## config.mk

```make
export PLATFORM = sky130hd
export DESIGN_NAME = cse_queue
export DESIGN_NICKNAME = d
export VERILOG_FILES = /design/src/rtl/cse_queue.sv
export VERILOG_INCLUDE_DIRS = /design/src /design/src/rtl
export SDC_FILE = /design/constraint.sdc
export NUM_CORES = 1
export LEC_CHECK = 0
export BUFFER_PORTS_ARGS = -buffer_cell sky130_fd_sc_hd__buf_4
export CORE_UTILIZATION = 50
export DETAILED_ROUTE_END_ITERATION = 12
export GPL_ROUTABILITY_DRIVEN = 0
export PLACE_DENSITY = 0.73
export SKIP_LAST_GASP = 1
export SYNTH_ARGS = -nofsm -noshare
export SYNTH_HDL_FRONTEND = slang
export SYNTH_SLANG_ARGS = --single-unit
```

## constraint.sdc

```tcl
create_clock -name i_clk -period 4.5 [get_ports i_clk]
set_input_delay 0.9 -clock i_clk [delete_from_list [all_inputs] [get_ports i_clk]]
set_output_delay 0.9 -clock i_clk [all_outputs]
set_load 0.01 [all_outputs]
```

## src/rtl/contour_saddle_exit_select_macros.svh

```systemverilog
// assertion macros for the contour saddle exit selector
// expects i_clk and i_rst_n in the scope of use
`ifndef CONTOUR_SADDLE_EXIT_SELECT_MACROS_SVH
`define CONTOUR_SADDLE_EXIT_SELECT_MACROS_SVH

// property checked on every clock edge out of reset
`define CSE_ASSERT(lbl, prop) \
    lbl: assert property (@(posedge i_clk) disable iff (!i_rst_n) prop) \
        else $error("cse assertion failed");

// condition in one cycle implies a result in the next
`define CSE_ASSERT_NEXT(lbl, cond, nxt) \
    lbl: assert property (@(posedge i_clk) disable iff (!i_rst_n) (cond) |=> (nxt)) \
        else $error("cse sequence assertion failed");

`endif

```

## src/rtl/cse_queue.sv

```systemverilog
// short first-in first-out queue between the front and back parts
// depends on the assertion macro header
`include "contour_saddle_exit_select_macros.svh"
module cse_queue #(
    parameter int WIDTH = 8,
    parameter int DEPTH = 4
) (
    input  logic             i_clk,
    input  logic             i_rst_n,
    input  logic             i_push,
    input  logic [WIDTH-1:0] i_data,
    output logic             o_full,
    input  logic             i_pop,
    output logic [WIDTH-1:0] o_data,
    output logic             o_empty
);

    localparam int AW = $clog2(DEPTH);

    logic [WIDTH-1:0] mem [DEPTH];
    logic [AW-1:0]    r_wr;
    logic [AW-1:0]    r_rd;
    logic [AW:0]      r_count;
    logic             do_push;
    logic             do_pop;

    assign o_full  = (r_count == AW'(0) + (AW+1)'(DEPTH));
    assign o_empty = (r_count == '0);
    assign do_push = i_push && !o_full;
    assign do_pop  = i_pop && !o_empty;
    assign o_data  = mem[r_rd];

    always_ff @(posedge i_clk) begin
        if (do_push) begin
            mem[r_wr] <= i_data;
        end
    end

    always_ff @(posedge i_clk) begin
        if (!i_rst_n) begin
            r_wr    <= '0;
            r_rd    <= '0;
            r_count <= '0;
        end else begin
            if (do_push) begin
                r_wr <= (r_wr == AW'(DEPTH - 1)) ? '0 : r_wr + 1'b1;
            end
            if (do_pop) begin
                r_rd <= (r_rd == AW'(DEPTH - 1)) ? '0 : r_rd + 1'b1;
            end
            r_count <= r_count + (AW+1)'(do_push) - (AW+1)'(do_pop);
        end
    end

    `CSE_ASSERT(a_count_bound, r_count <= (AW+1)'(DEPTH))
    `CSE_ASSERT(a_no_pop_empty, i_pop |-> !o_empty)
    `CSE_ASSERT_NEXT(a_drain_last, r_count == (AW+1)'(1) && i_pop && !i_push, o_empty)

endmodule

```

==> flow_summary_export.csv <==
group,metric,value,unit
layout,nNetsFinal,139,
clock_network,cts_max_level,2,
worst_setup_path,timing.rr.start,"r_count[2]$_SDFF_PN0_",
yosys,yosysTopAreaCellShare,0.579,
worst_setup_path,r2r_cells,10,
global_routing,grt_usage,0.166,
drt,via_per_inst,4.96,
drt,ant_nets,0,
clock_network,numCtsBuffers,5,
yosys,synth_most_common_cell,"edfxtp_1",
drt,drtPass1Iterations,3,
worst_setup_path,cpPeakStageDelay,690,ps
sta,fin_tns_setup,0,ps
worst_setup_path,crit_type,"register to output port",
yosys,synthArstFlopShare,0,
clock_network,post_cts_buffers,0,
drt,drc,0,
yosys,synth-edff-count,32,
sta,finalWorstSetupSlack,1840,ps
floorplanning,rows,20,
pwr,clkPwrFrac,0.227,
floorplanning,initial_core_util,0.535,
clock_network,clock_path_buffers,2,
place,place_ws,1770,ps
yosys,yosysTopAreaCell,"edfxtp_1",
clock_network,cts_resized,0,
layout,drive_gt1_frac,0.342,
yosys,syn_avg_cell_area,17.5,µm²
worst_hold_path,holdPathEnd,"r_wr[1]$_SDFFE_PN0P_",
drt,drt-total-wl,2.45,mm
worst_setup_path,cp.arrival,1760,ps
clock_network,clock_latency,340,ps
pwr,p_sw_frac,0.269,
global_routing,grt-ovfl-total,0,
sta,layout_min_cycle_time,2660,ps
floorplanning,dieWidth,59.6,µm
job,max-cap-violations,0,
yosys,syn_inst,95,
clock_network,worst_setup_hold_path_clk_slew,110,ps
layout,layout.cells.non_filler,164,
yosys,yosysWarnings,0,
place,portBuffers,21,
place,place_inst,156,
yosys,synthFlopType,"edfxtp_1",
sta,hold_viol,0,
worst_hold_path,holdCritStartpoint,"r_wr[1]$_SDFFE_PN0P_",
worst_setup_path,crit_path_cell_trace,"mux4_2 > buf_4",
yosys,synth_cell_type_count,21,
pwr,netSwitchingPower,269,µW
drt,avgRoutedWirePerCell,14.9,µm
pwr,comb_power_share,0.260,
yosys,synth-seq-area-share,0.688,
sta,maxSlewViolCount,0,
pwr,p_int,731,µW
worst_setup_path,cpMaxStageDelayCell,"dfxtp_1",
pwr,ir_worst_vdd,0.000286,V
floorplanning,fp.dieArea,0.00355,mm²
sta,final-setup-viol-count,0,
yosys,yosys-top-cells-area,"edfxtp_1 58%, dfxtp_1 11%, mux4_2 11%, ha_1 5.3%, inv_1 1.6%",
global_routing,grt_pass1_vias,857,
sta,fmax,0.375,GHz
sta,skew,2.80,ps
global_routing,grt_max_degree,13,
floorplanning,fp.coreArea,0.00310,mm²
worst_setup_path,path_buf_inv,1,
layout,antenna_cells,0,
global_routing,antenna_found_initial,0,
yosys,synth_common_cells,"32 x edfxtp_1, 9 x dfxtp_1, 8 x mux4_2, 7 x ha_1, 7 x inv_1",
pwr,p_leak,0.000708,µW
drt,dr_total_vias,814,
layout,syn_to_final_growth,15.9,%
floorplanning,ios,22,
yosys,synth.net_count,115,
floorplanning,die_y,59.6,µm
sta,rsz0062_at_grt,"false",
global_routing,grt_pass1_wl,3.90,mm
clock_network,cts_hold_buf,0,
worst_setup_path,path_max_fanout,8,
sta,slew_headroom,0.631,
sta,min_period_over_period,0.592,
sta,tightest_slew,553,ps
pwr,pwr-share-seq,0.513,
pwr,p_per_area,520,mW/mm²
clock_network,cts_sinks,41,
clock_network,cts_root_buf,"clkbuf_4",
drt,drt_iter0_drc,23,
worst_setup_path,r2r_end,"r_count[2]$_SDFF_PN0_",
worst_setup_path,end_kind,"output port",
outcome,outcome,"complete, no violations",
clock_network,cts_tree,"yes",
yosys,synth_area,0.00166,mm²
worst_setup_path,ff2ff_setup_slack,2240,ps
yosys,synth_seq_cells,41,
place,hpwlAfterDp,1.72,mm
worst_setup_path,crit_family,"flip-flops",
worst_hold_path,worstHoldPathType,"register to register",
worst_setup_path,worstPathRequired,3600,ps
worst_setup_path,start_kind,"register",
worst_hold_path,min_delay_path_depth,2,
-- logic make-up (layout without fill, tap and decap cells) --
kind of cell | after synthesis | after routing | synth area share
adders and majority gates | 8 | 8 | 0.0649
AOI/OAI and AO/OA | 3 | 3 | 0.0136
xor gates and xnor gates | 2 | 2 | 0.0106
and+or+nand+nor | 20 | 20 | 0.0724
DFF | 41 | 41 | 0.688
buffers and inverters | 11 | 36 | 0.0302
muxes | 10 | 10 | 0.121
-- cells in the final DEF (no fill, tap or decap) --
cell / n
and2_1: 4
and2_2: 3
buf_4: 21
bufinv_16: 1
clkbuf_1: 1
clkbuf_4: 5
clkinv_1: 1
dfxtp_1: 9
edfxtp_1: 32
fa_1: 1
ha_1: 7
inv_1: 7
mux2i_1: 2
mux4_2: 8
nand2_1: 6
nand3_1: 2
nor2_1: 2
nor2b_2: 1
nor3_1: 1
nor3b_4: 1
o21ai_0: 2
o31ai_2: 1
xnor2_1: 2
-- power groups by stage --
stage               combinational, µW  sequential [µW]  clock [µW]
floorplan                         194              496           0
global placement                  259              521           0
detailed placement                265              525           0
CTS                               266              516         234
global route                      288              523         250
finish                            260              514         227
-- flip-flops by register name, summed over array words and instances (netlist names), named ones only --
signal and cells:
mem 32, r_rd 2, r_wr 2, r_count 3
-- worst max path at each step --
stage / slack [ps] / cells after the start / from / endpoint
after floorplan: 1990 / 10 / i_push / r_count[2]$_SDFF_PN0_
after global routing: 1700 / 2 / register / o_data[4]
after CTS: 1770 / 2 / register / o_data[4]
after global placement: 1820 / 10 / i_push / r_count[2]$_SDFF_PN0_
final: 1840 / 2 / register / o_data[4]
after detailed placement: 1770 / 10 / i_push / r_count[2]$_SDFF_PN0_
-- worst register-to-register path: stages, from the launching register on --
cell	delay, ps
dfxtp_1	380
nor3b_4	180
nor2b_2	250
inv_1	80
ha_1	280
inv_1	40
ha_1	180
fa_1	380
xnor2_1	140
xnor2_1	120
and2_1	150
-- layout make-up --
| cell class | instances | area, µm² |
|---|---|---|
| Fill cell | 247 | 1180 |
| Sequential cell | 41 | 1140 |
| Multi-Input combinational cell | 43 | 468 |
| Timing Repair Buffer | 21 | 158 |
| Tap cell | 44 | 55.1 |
| Clock buffer | 6 | 41.3 |
| Clock inverter | 2 | 33.8 |
| Inverter | 7 | 26.3 |
-- per-layer routing --
metal	part of all wire	wire length [µm]	track usage	vias up
li1	-	-	-	398
met1	0.42	1040	0.193	397
met2	0.52	1270	0.273	14
met3	0.040	97	0.0655	5
met4	0.018	43	0.0698	0
met5	0	0	0	-
-- through the flow --
| stage | util | power [µW] | instance area, µm² | hold WS (ps) |
|---|---|---|---|---|
| global route | 0.620 | 1060 | 1920 | 531 |
| detailed placement | 0.596 | 790 | 1850 | 502 |
| finish | 0.620 | 1000 | 1920 | 511 |
| floorplan | - | 689 | 1660 | 468 |
| global placement | 0.596 | 780 | 1850 | 490 |
| CTS | 0.620 | 1020 | 1920 | 519 |
(Power assumes the default switching activity.)
