## config.mk

```make
export PLATFORM = sky130hd
export DESIGN_NAME = cse_front
export DESIGN_NICKNAME = d
export VERILOG_FILES = /design/src/rtl/contour_saddle_exit_select_macros.svh /design/src/rtl/cse_pkg.sv /design/src/rtl/cse_front.sv
export SDC_FILE = /design/constraint.sdc
export NUM_CORES = 1
export LEC_CHECK = 0
export ABC_AREA = 1
export BUFFER_PORTS_ARGS = -buffer_cell sky130_fd_sc_hd__buf_2
export CELL_PAD_IN_SITES_DETAIL_PLACEMENT = 0
export CELL_PAD_IN_SITES_GLOBAL_PLACEMENT = 1
export CORE_MARGIN = 1.5
export CORE_UTILIZATION = 36
export CTS_CLUSTER_DIAMETER = 60
export DETAILED_ROUTE_END_ITERATION = 6
export PLACE_DENSITY_LB_ADDON = 0.1
export SYNTH_ARGS = -nofsm -noshare
export SYNTH_HDL_FRONTEND = slang
export SYNTH_SLANG_ARGS = --single-unit
```

## constraint.sdc

```tcl
create_clock -name i_clk -period 5.52 [get_ports i_clk]
set_input_delay 1.38 -clock i_clk [delete_from_list [all_inputs] [get_ports i_clk]]
set_output_delay 1.38 -clock i_clk [all_outputs]
set_load 0.05 [all_outputs]
```

## src/rtl/contour_saddle_exit_select_macros.svh

```systemverilog
// assertion macros for the contour saddle exit selector
// expects i_clk and i_rst_n in the scope of use
`ifndef CONTOUR_SADDLE_EXIT_SELECT_MACROS_SVH
`define CONTOUR_SADDLE_EXIT_SELECT_MACROS_SVH

// property checked on every clock edge out of reset
`define CSE_ASSERT(lbl, prop) \
    lbl: assert property (@(posedge i_clk) disable iff (!i_rst_n) prop) \
        else $error("cse assertion failed");

// condition in one cycle implies a result in the next
`define CSE_ASSERT_NEXT(lbl, cond, nxt) \
    lbl: assert property (@(posedge i_clk) disable iff (!i_rst_n) (cond) |=> (nxt)) \
        else $error("cse sequence assertion failed");

`endif

```

## src/rtl/cse_pkg.sv

```systemverilog
// shared types and constants for the contour saddle exit selector
// no dependencies
package cse_pkg;

    localparam int Q_W       = 17;          // unsigned q1.16 offset
    localparam int DIV_STEPS = 16;
    localparam int SQ_W      = 2 * Q_W;
    localparam int SUM_W     = SQ_W + 1;
    localparam int EDGES     = 4;
    localparam logic [Q_W-1:0] ONE_Q16 = 17'h10000;

    // edge order: s = same..next, n = opposite..next, o = opposite..adjacent, a = same..adjacent
    localparam int E_S = 0;
    localparam int E_N = 1;
    localparam int E_O = 2;
    localparam int E_A = 3;

    typedef enum logic [1:0] {
        FACE_NEXT    = 2'd0,
        FACE_ADJ     = 2'd1,
        FACE_UNKNOWN = 2'd2
    } t_face;

    typedef struct packed {
        logic  calc;   // both faces free, exit found from the offsets
        t_face face;   // exit when calc is low
    } t_ctl;

endpackage

```

## src/rtl/cse_front.sv

```systemverilog
// front part: accepts requests, classifies them and forms edge differences
// depends on cse_pkg
module cse_front import cse_pkg::*; #(
    parameter int VALUE_WIDTH = 32
) (
    input  logic                          i_clk,
    input  logic                          i_rst_n,
    input  logic                          i_cfg_valid,
    input  logic signed [VALUE_WIDTH-1:0] i_cfg_data,
    input  logic                          push,
    output logic                          full,
    input  logic                          i_adjacent_face_used,
    input  logic                          i_next_face_used,
    input  logic signed [VALUE_WIDTH-1:0] i_same_value,
    input  logic signed [VALUE_WIDTH-1:0] i_next_value,
    input  logic signed [VALUE_WIDTH-1:0] i_opposite_value,
    input  logic signed [VALUE_WIDTH-1:0] i_adjacent_value,
    output logic                          o_q_push,
    input  logic                          i_q_full,
    output t_ctl                          o_ctl,
    output logic [EDGES-1:0]              o_zero,
    output logic [EDGES-1:0][VALUE_WIDTH:0] o_un,
    output logic [EDGES-1:0][VALUE_WIDTH:0] o_ud
);

    localparam int DW = VALUE_WIDTH + 1;

    logic signed [VALUE_WIDTH-1:0] r_level;
    logic                          r_v;
    t_ctl                          r_ctl;
    logic [3:0][VALUE_WIDTH-1:0]   r_corner;   // same, next, opposite, adjacent
    t_ctl                          n_ctl;
    logic [EDGES-1:0][1:0]         lo_idx;
    logic [EDGES-1:0][1:0]         hi_idx;

    assign full     = r_v && i_q_full;
    assign o_q_push = r_v;
    assign o_ctl    = r_ctl;

    always_ff @(posedge i_clk) begin
        if (!i_rst_n) begin
            r_level <= '0;
        end else if (i_cfg_valid) begin
            r_level <= i_cfg_data;
        end
    end

    always_comb begin
        n_ctl.calc = !i_adjacent_face_used && !i_next_face_used;
        if (i_adjacent_face_used && i_next_face_used) begin
            n_ctl.face = FACE_UNKNOWN;
        end else if (i_adjacent_face_used) begin
            n_ctl.face = FACE_NEXT;
        end else if (i_next_face_used) begin
            n_ctl.face = FACE_ADJ;
        end else begin
            n_ctl.face = FACE_NEXT;
        end
    end

    always_ff @(posedge i_clk) begin
        if (!i_rst_n) begin
            r_v <= 1'b0;
        end else if (!full) begin
            r_v <= push;
        end
    end

    always_ff @(posedge i_clk) begin
        if (!full) begin
            r_ctl       <= n_ctl;
            r_corner[0] <= i_same_value;
            r_corner[1] <= i_next_value;
            r_corner[2] <= i_opposite_value;
            r_corner[3] <= i_adjacent_value;
        end
    end

    assign lo_idx[E_S] = 2'd0;
    assign hi_idx[E_S] = 2'd1;
    assign lo_idx[E_N] = 2'd2;
    assign hi_idx[E_N] = 2'd1;
    assign lo_idx[E_O] = 2'd2;
    assign hi_idx[E_O] = 2'd3;
    assign lo_idx[E_A] = 2'd0;
    assign hi_idx[E_A] = 2'd3;

    for (genvar e = 0; e < EDGES; e++) begin : g_edge
        logic [VALUE_WIDTH-1:0] lo;
        logic [VALUE_WIDTH-1:0] hi;
        logic [DW-1:0]          num;
        logic [DW-1:0]          den;

        assign lo  = r_corner[lo_idx[e]];
        assign hi  = r_corner[hi_idx[e]];
        assign num = {r_level[VALUE_WIDTH-1], r_level} - {lo[VALUE_WIDTH-1], lo};
        assign den = {hi[VALUE_WIDTH-1], hi} - {lo[VALUE_WIDTH-1], lo};
        // zero divisor, zero numerator or opposite signs all give offset 0
        assign o_zero[e] = (num == '0) || (den == '0) || (num[DW-1] != den[DW-1]);
        assign o_un[e]   = num[DW-1] ? (~num + 1'b1) : num;
        assign o_ud[e]   = den[DW-1] ? (~den + 1'b1) : den;
    end

endmodule

```

==> flow_summary.json <==
{
  "status": "finished clean",
  "worst_ir_drop_vdd_uv": 347,
  "drive_above_1_share_pct": 11.9,
  "grt_pass1_vias": 29000,
  "port_buffers": 439,
  "initial_core_util_pct": 36.6,
  "path_delay_family": "simple AND/OR/NAND/NOR gates",
  "setup_viol": 0,
  "dieWidth_um": 279,
  "syn_avg_cell_area_um2": 5.49,
  "final_max_slew_viol_count": 0,
  "place_congestion": 0.947,
  "gr-total-overflow": 0,
  "rrSetupSlack_ns": 3.15,
  "ant_nets": 0,
  "cp-end-kind": "output pin",
  "clk_pin_slew_ns": 0.08,
  "core_area_um2": 74800,
  "drt_iter0_drc": 2044,
  "synth_nets": 5360,
  "cp_slowest_cell": "edfxtp_1",
  "start_kind": "register",
  "grtUsageTotal_pct": 29.2,
  "synth-simple-area-share_pct": 47.3,
  "ys_warn_count": 0,
  "fin_nets": 5753,
  "tritoncts": "yes",
  "p_per_area_nw_per_um2": 347,
  "drt_pass1_iterations": 6,
  "max_stage_delay_ns": 0.58,
  "crit_arrival_ns": 3.91,
  "netlist_instances": 4983,
  "root_buffer": "clkbuf_16",
  "synthAdderAreaFrac_pct": 9.77,
  "totalWireLength_um": 116000,
  "insertion_delay_ns": 0.50,
  "syn-cell-area_um2": 27400,
  "synthToLayoutAreaGrowth_pct": 13.5,
  "io_pins": 440,
  "routed_via_density": 4.92,
  "vias": 31300,
  "critPathMaxFanout": 6,
  "max_freq_mhz": 189,
  "synth_mux_area_share_pct": 0,
  "synth_compound_area_share_pct": 5.71,
  "synth_flop_cell": "edfxtp_1",
  "tightest_slew_ns": 0.991,
  "finalCritPeriodShare_pct": 95.8,
  "tns_ns": 0,
  "multiInputGateArea_um2": 18600,
  "path_buf_inv": 2,
  "fp-row-count": 100,
  "min_path_type": "register to register",
  "path_cells": "ha_1, fa_1, inv_1, nand2_1, nand2_1, nand3_1, nand2_2, nand2_1, nand2_1, nand2_1, nand3_1, nand2_1, nor2_2, nand2_1, nor2_1, nand4_1, nand3_1, clkbuf_4",
  "regArea_um2": 4590,
  "synth_edf_count": 131,
  "fin_cells": 6359,
  "maxCapViolations": 0,
  "fp.dieH_um": 279,
  "clkSinkCount": 164,
  "timing.final.crit_period_ns": 5.29,
  "dp_hpwl_um": 102000,
  "clockBufferDepth": 2,
  "synth_xor_area_share_pct": 4.80,
  "cts_inserted_buffers": 17,
  "hold_viol": 0,
  "p_leak_nw": 18.4,
  "netlist-cell-type-count": 49,
  "relSlewSlack_pct": 33.5,
  "dieArea_um2": 77600,
  "grt_max_degree": 51,
  "ys_seq_elements": 164,
  "criticalPathCategory": "register to output pin",
  "rsz0062_at_grt": "true",
  "antenna_found_initial": 5,
  "n_fill_cell": 8601,
  "synth_top_family_by_area": "simple AND/OR/NAND/NOR gates",
  "crit_path_frequent_cell": "nand2_1",
  "drc": 0,
  "crit_required_ns": 4.14,
  "htreeDepth": 4,
  "async_reset_ff_share_pct": 0,
  "skew_ns": 0.0147,
  "routedWlPerCell_um": 18.2,
  "grt_first_pass_wirelength_um": 170000,
  "dp.cells": 6308,
  "ys_seq_area_share_pct": 16.8
}
cell type report:
type | instances | area share (%)
Clock buffer | 17 | 1.37
Timing Repair Buffer | 464 | 7.87
Antenna cell | 1 | 0.00806
Clock inverter | 15 | 0.447
Inverter | 961 | 11.6
Multi-Input combinational cell | 3768 | 60.0
Tap cell | 969 | 3.91
Sequential cell | 164 | 14.8
state kept, by name, indices dropped and copies added (netlist names):
| name | cells |
|---|---|
| o_ctl | 3 |
| o_q_push | 1 |
| r_corner | 128 |
| r_level | 32 |
worst paths after layout:
check	end	from	depth (start not counted)
worst max-delay path	o_zero[3]	r_corner[0]	18
worst min-delay path	r_level[22]	r_level[22]	2
worst max register to register	r_corner[127]	o_q_push	3
worst min register to register	r_level[22]	r_level[22]	2
what timing repair did:
item,4_1_cts,5_1_grt
gates resized for setup,1,44
endpoints found under the setup margin,1,145
pin swaps,0,8
buffers inserted,0,15
hold buffers,0,0
gates cloned,0,3
tightest hold or removal path, cell delays in order (launching register included):
cell and delay [ns]:
dfxtp_1 0.38, o21ai_0 0.16, nor2_1 0.05
layer usage:
layer / global-route usage (%) / share of wire [%] / vias to the layer above
met4: 8.74 / 3.0 / 0
met1: 39.1 / 46 / 14200
met2: 49.4 / 46 / 872
met3: 2.69 / 5.3 / 128
met5: 0 / 0 / -
li1: - / - / 16100
Yosys cell counts (3+ instances only):
library cell  instances  area share, %
fa_1                  6           0.44
nand3_1             439            8.0
edfxtp_1            131             14
clkinv_1              3          0.041
nand2_1            1926             26
a21oi_2               4           0.13
xnor2_1              36            1.2
nor2_2               28           0.64
inv_1               941             13
buf_4                70            1.9
nor4_1                6           0.14
nor2_4                6           0.25
dfxtp_1              33            2.4
o21bai_1             18           0.49
o21ai_2               6           0.19
buf_6                 7           0.29
ha_1                204            9.3
and3_1                3          0.069
o21ai_0              89            1.6
buf_2                 7           0.13
a31oi_1               6           0.14
nand4_1              54            1.2
inv_2                17           0.23
nand3b_1             24           0.66
o21ai_1              11           0.20
nand2_2              49            1.1
nor3_1               23           0.42
a21oi_1             143            2.6
nand3_2               4           0.15
xor2_1              112            3.6
nor2_1              531            7.3
and2_1                9           0.21
nor3_2                8           0.29
clkbuf_1              9           0.12
power breakdown:
part / leakage, nW / total, mW / switching (mW) / internal (mW)
Combinational: 16.5 / 7.98 / 6.10 / 1.88
Clock: 0.272 / 1.24 / 0.643 / 0.596
Sequential: 1.63 / 1.55 / 0.123 / 1.43
Total: 18.4 / 10.8 / 6.87 / 3.90
metrics by stage:
stage | hold WS [ns] | util, % | setup slack, ns | instance area, um^2 | power [mW]
6_report | 0.628 | 41.5 | 0.231 | 31000 | 10.8
3_5_place_dp | 0.618 | 40.3 | 0.521 | 30200 | 9.45
2_1_floorplan | 0.498 | - | 0.413 | 27400 | 7.76
4_1_cts | 0.628 | 41.1 | 0.000927 | 30800 | 10.7
5_1_grt | 0.652 | 41.5 | -0.0329 | 31000 | 11.5
3_3_place_gp | 0.618 | 40.3 | 0.543 | 30200 | 9.46
cell usage in the layout, fill, tap and decap left out, types with 11 or more instances in the layout:
cell type	n
inv_1	941
dfxtp_1	33
buf_2	425
nand2_1	1922
xnor2_1	36
o21bai_1	18
o21ai_1	11
nand3b_1	24
nor2_1	527
inv_2	17
nor2_2	31
buf_4	24
ha_1	203
nand4_1	54
nor3_1	23
nand2_2	50
o21ai_0	89
clkbuf_16	17
nand3_1	435
a21oi_1	143
edfxtp_1	131
xor2_1	111
cells by family (layout without fill, tap and decap cells):
logic type | count (synthesis) | in the layout
flops | 164 | 164
fa+ha+maj | 210 | 210
buf+inv | 1054 | 1457
xor+xnor | 149 | 149
compound gates | 286 | 286
other cells | 0 | 1
simple gates | 3120 | 3123
Power figures use the tool's default switching activity.
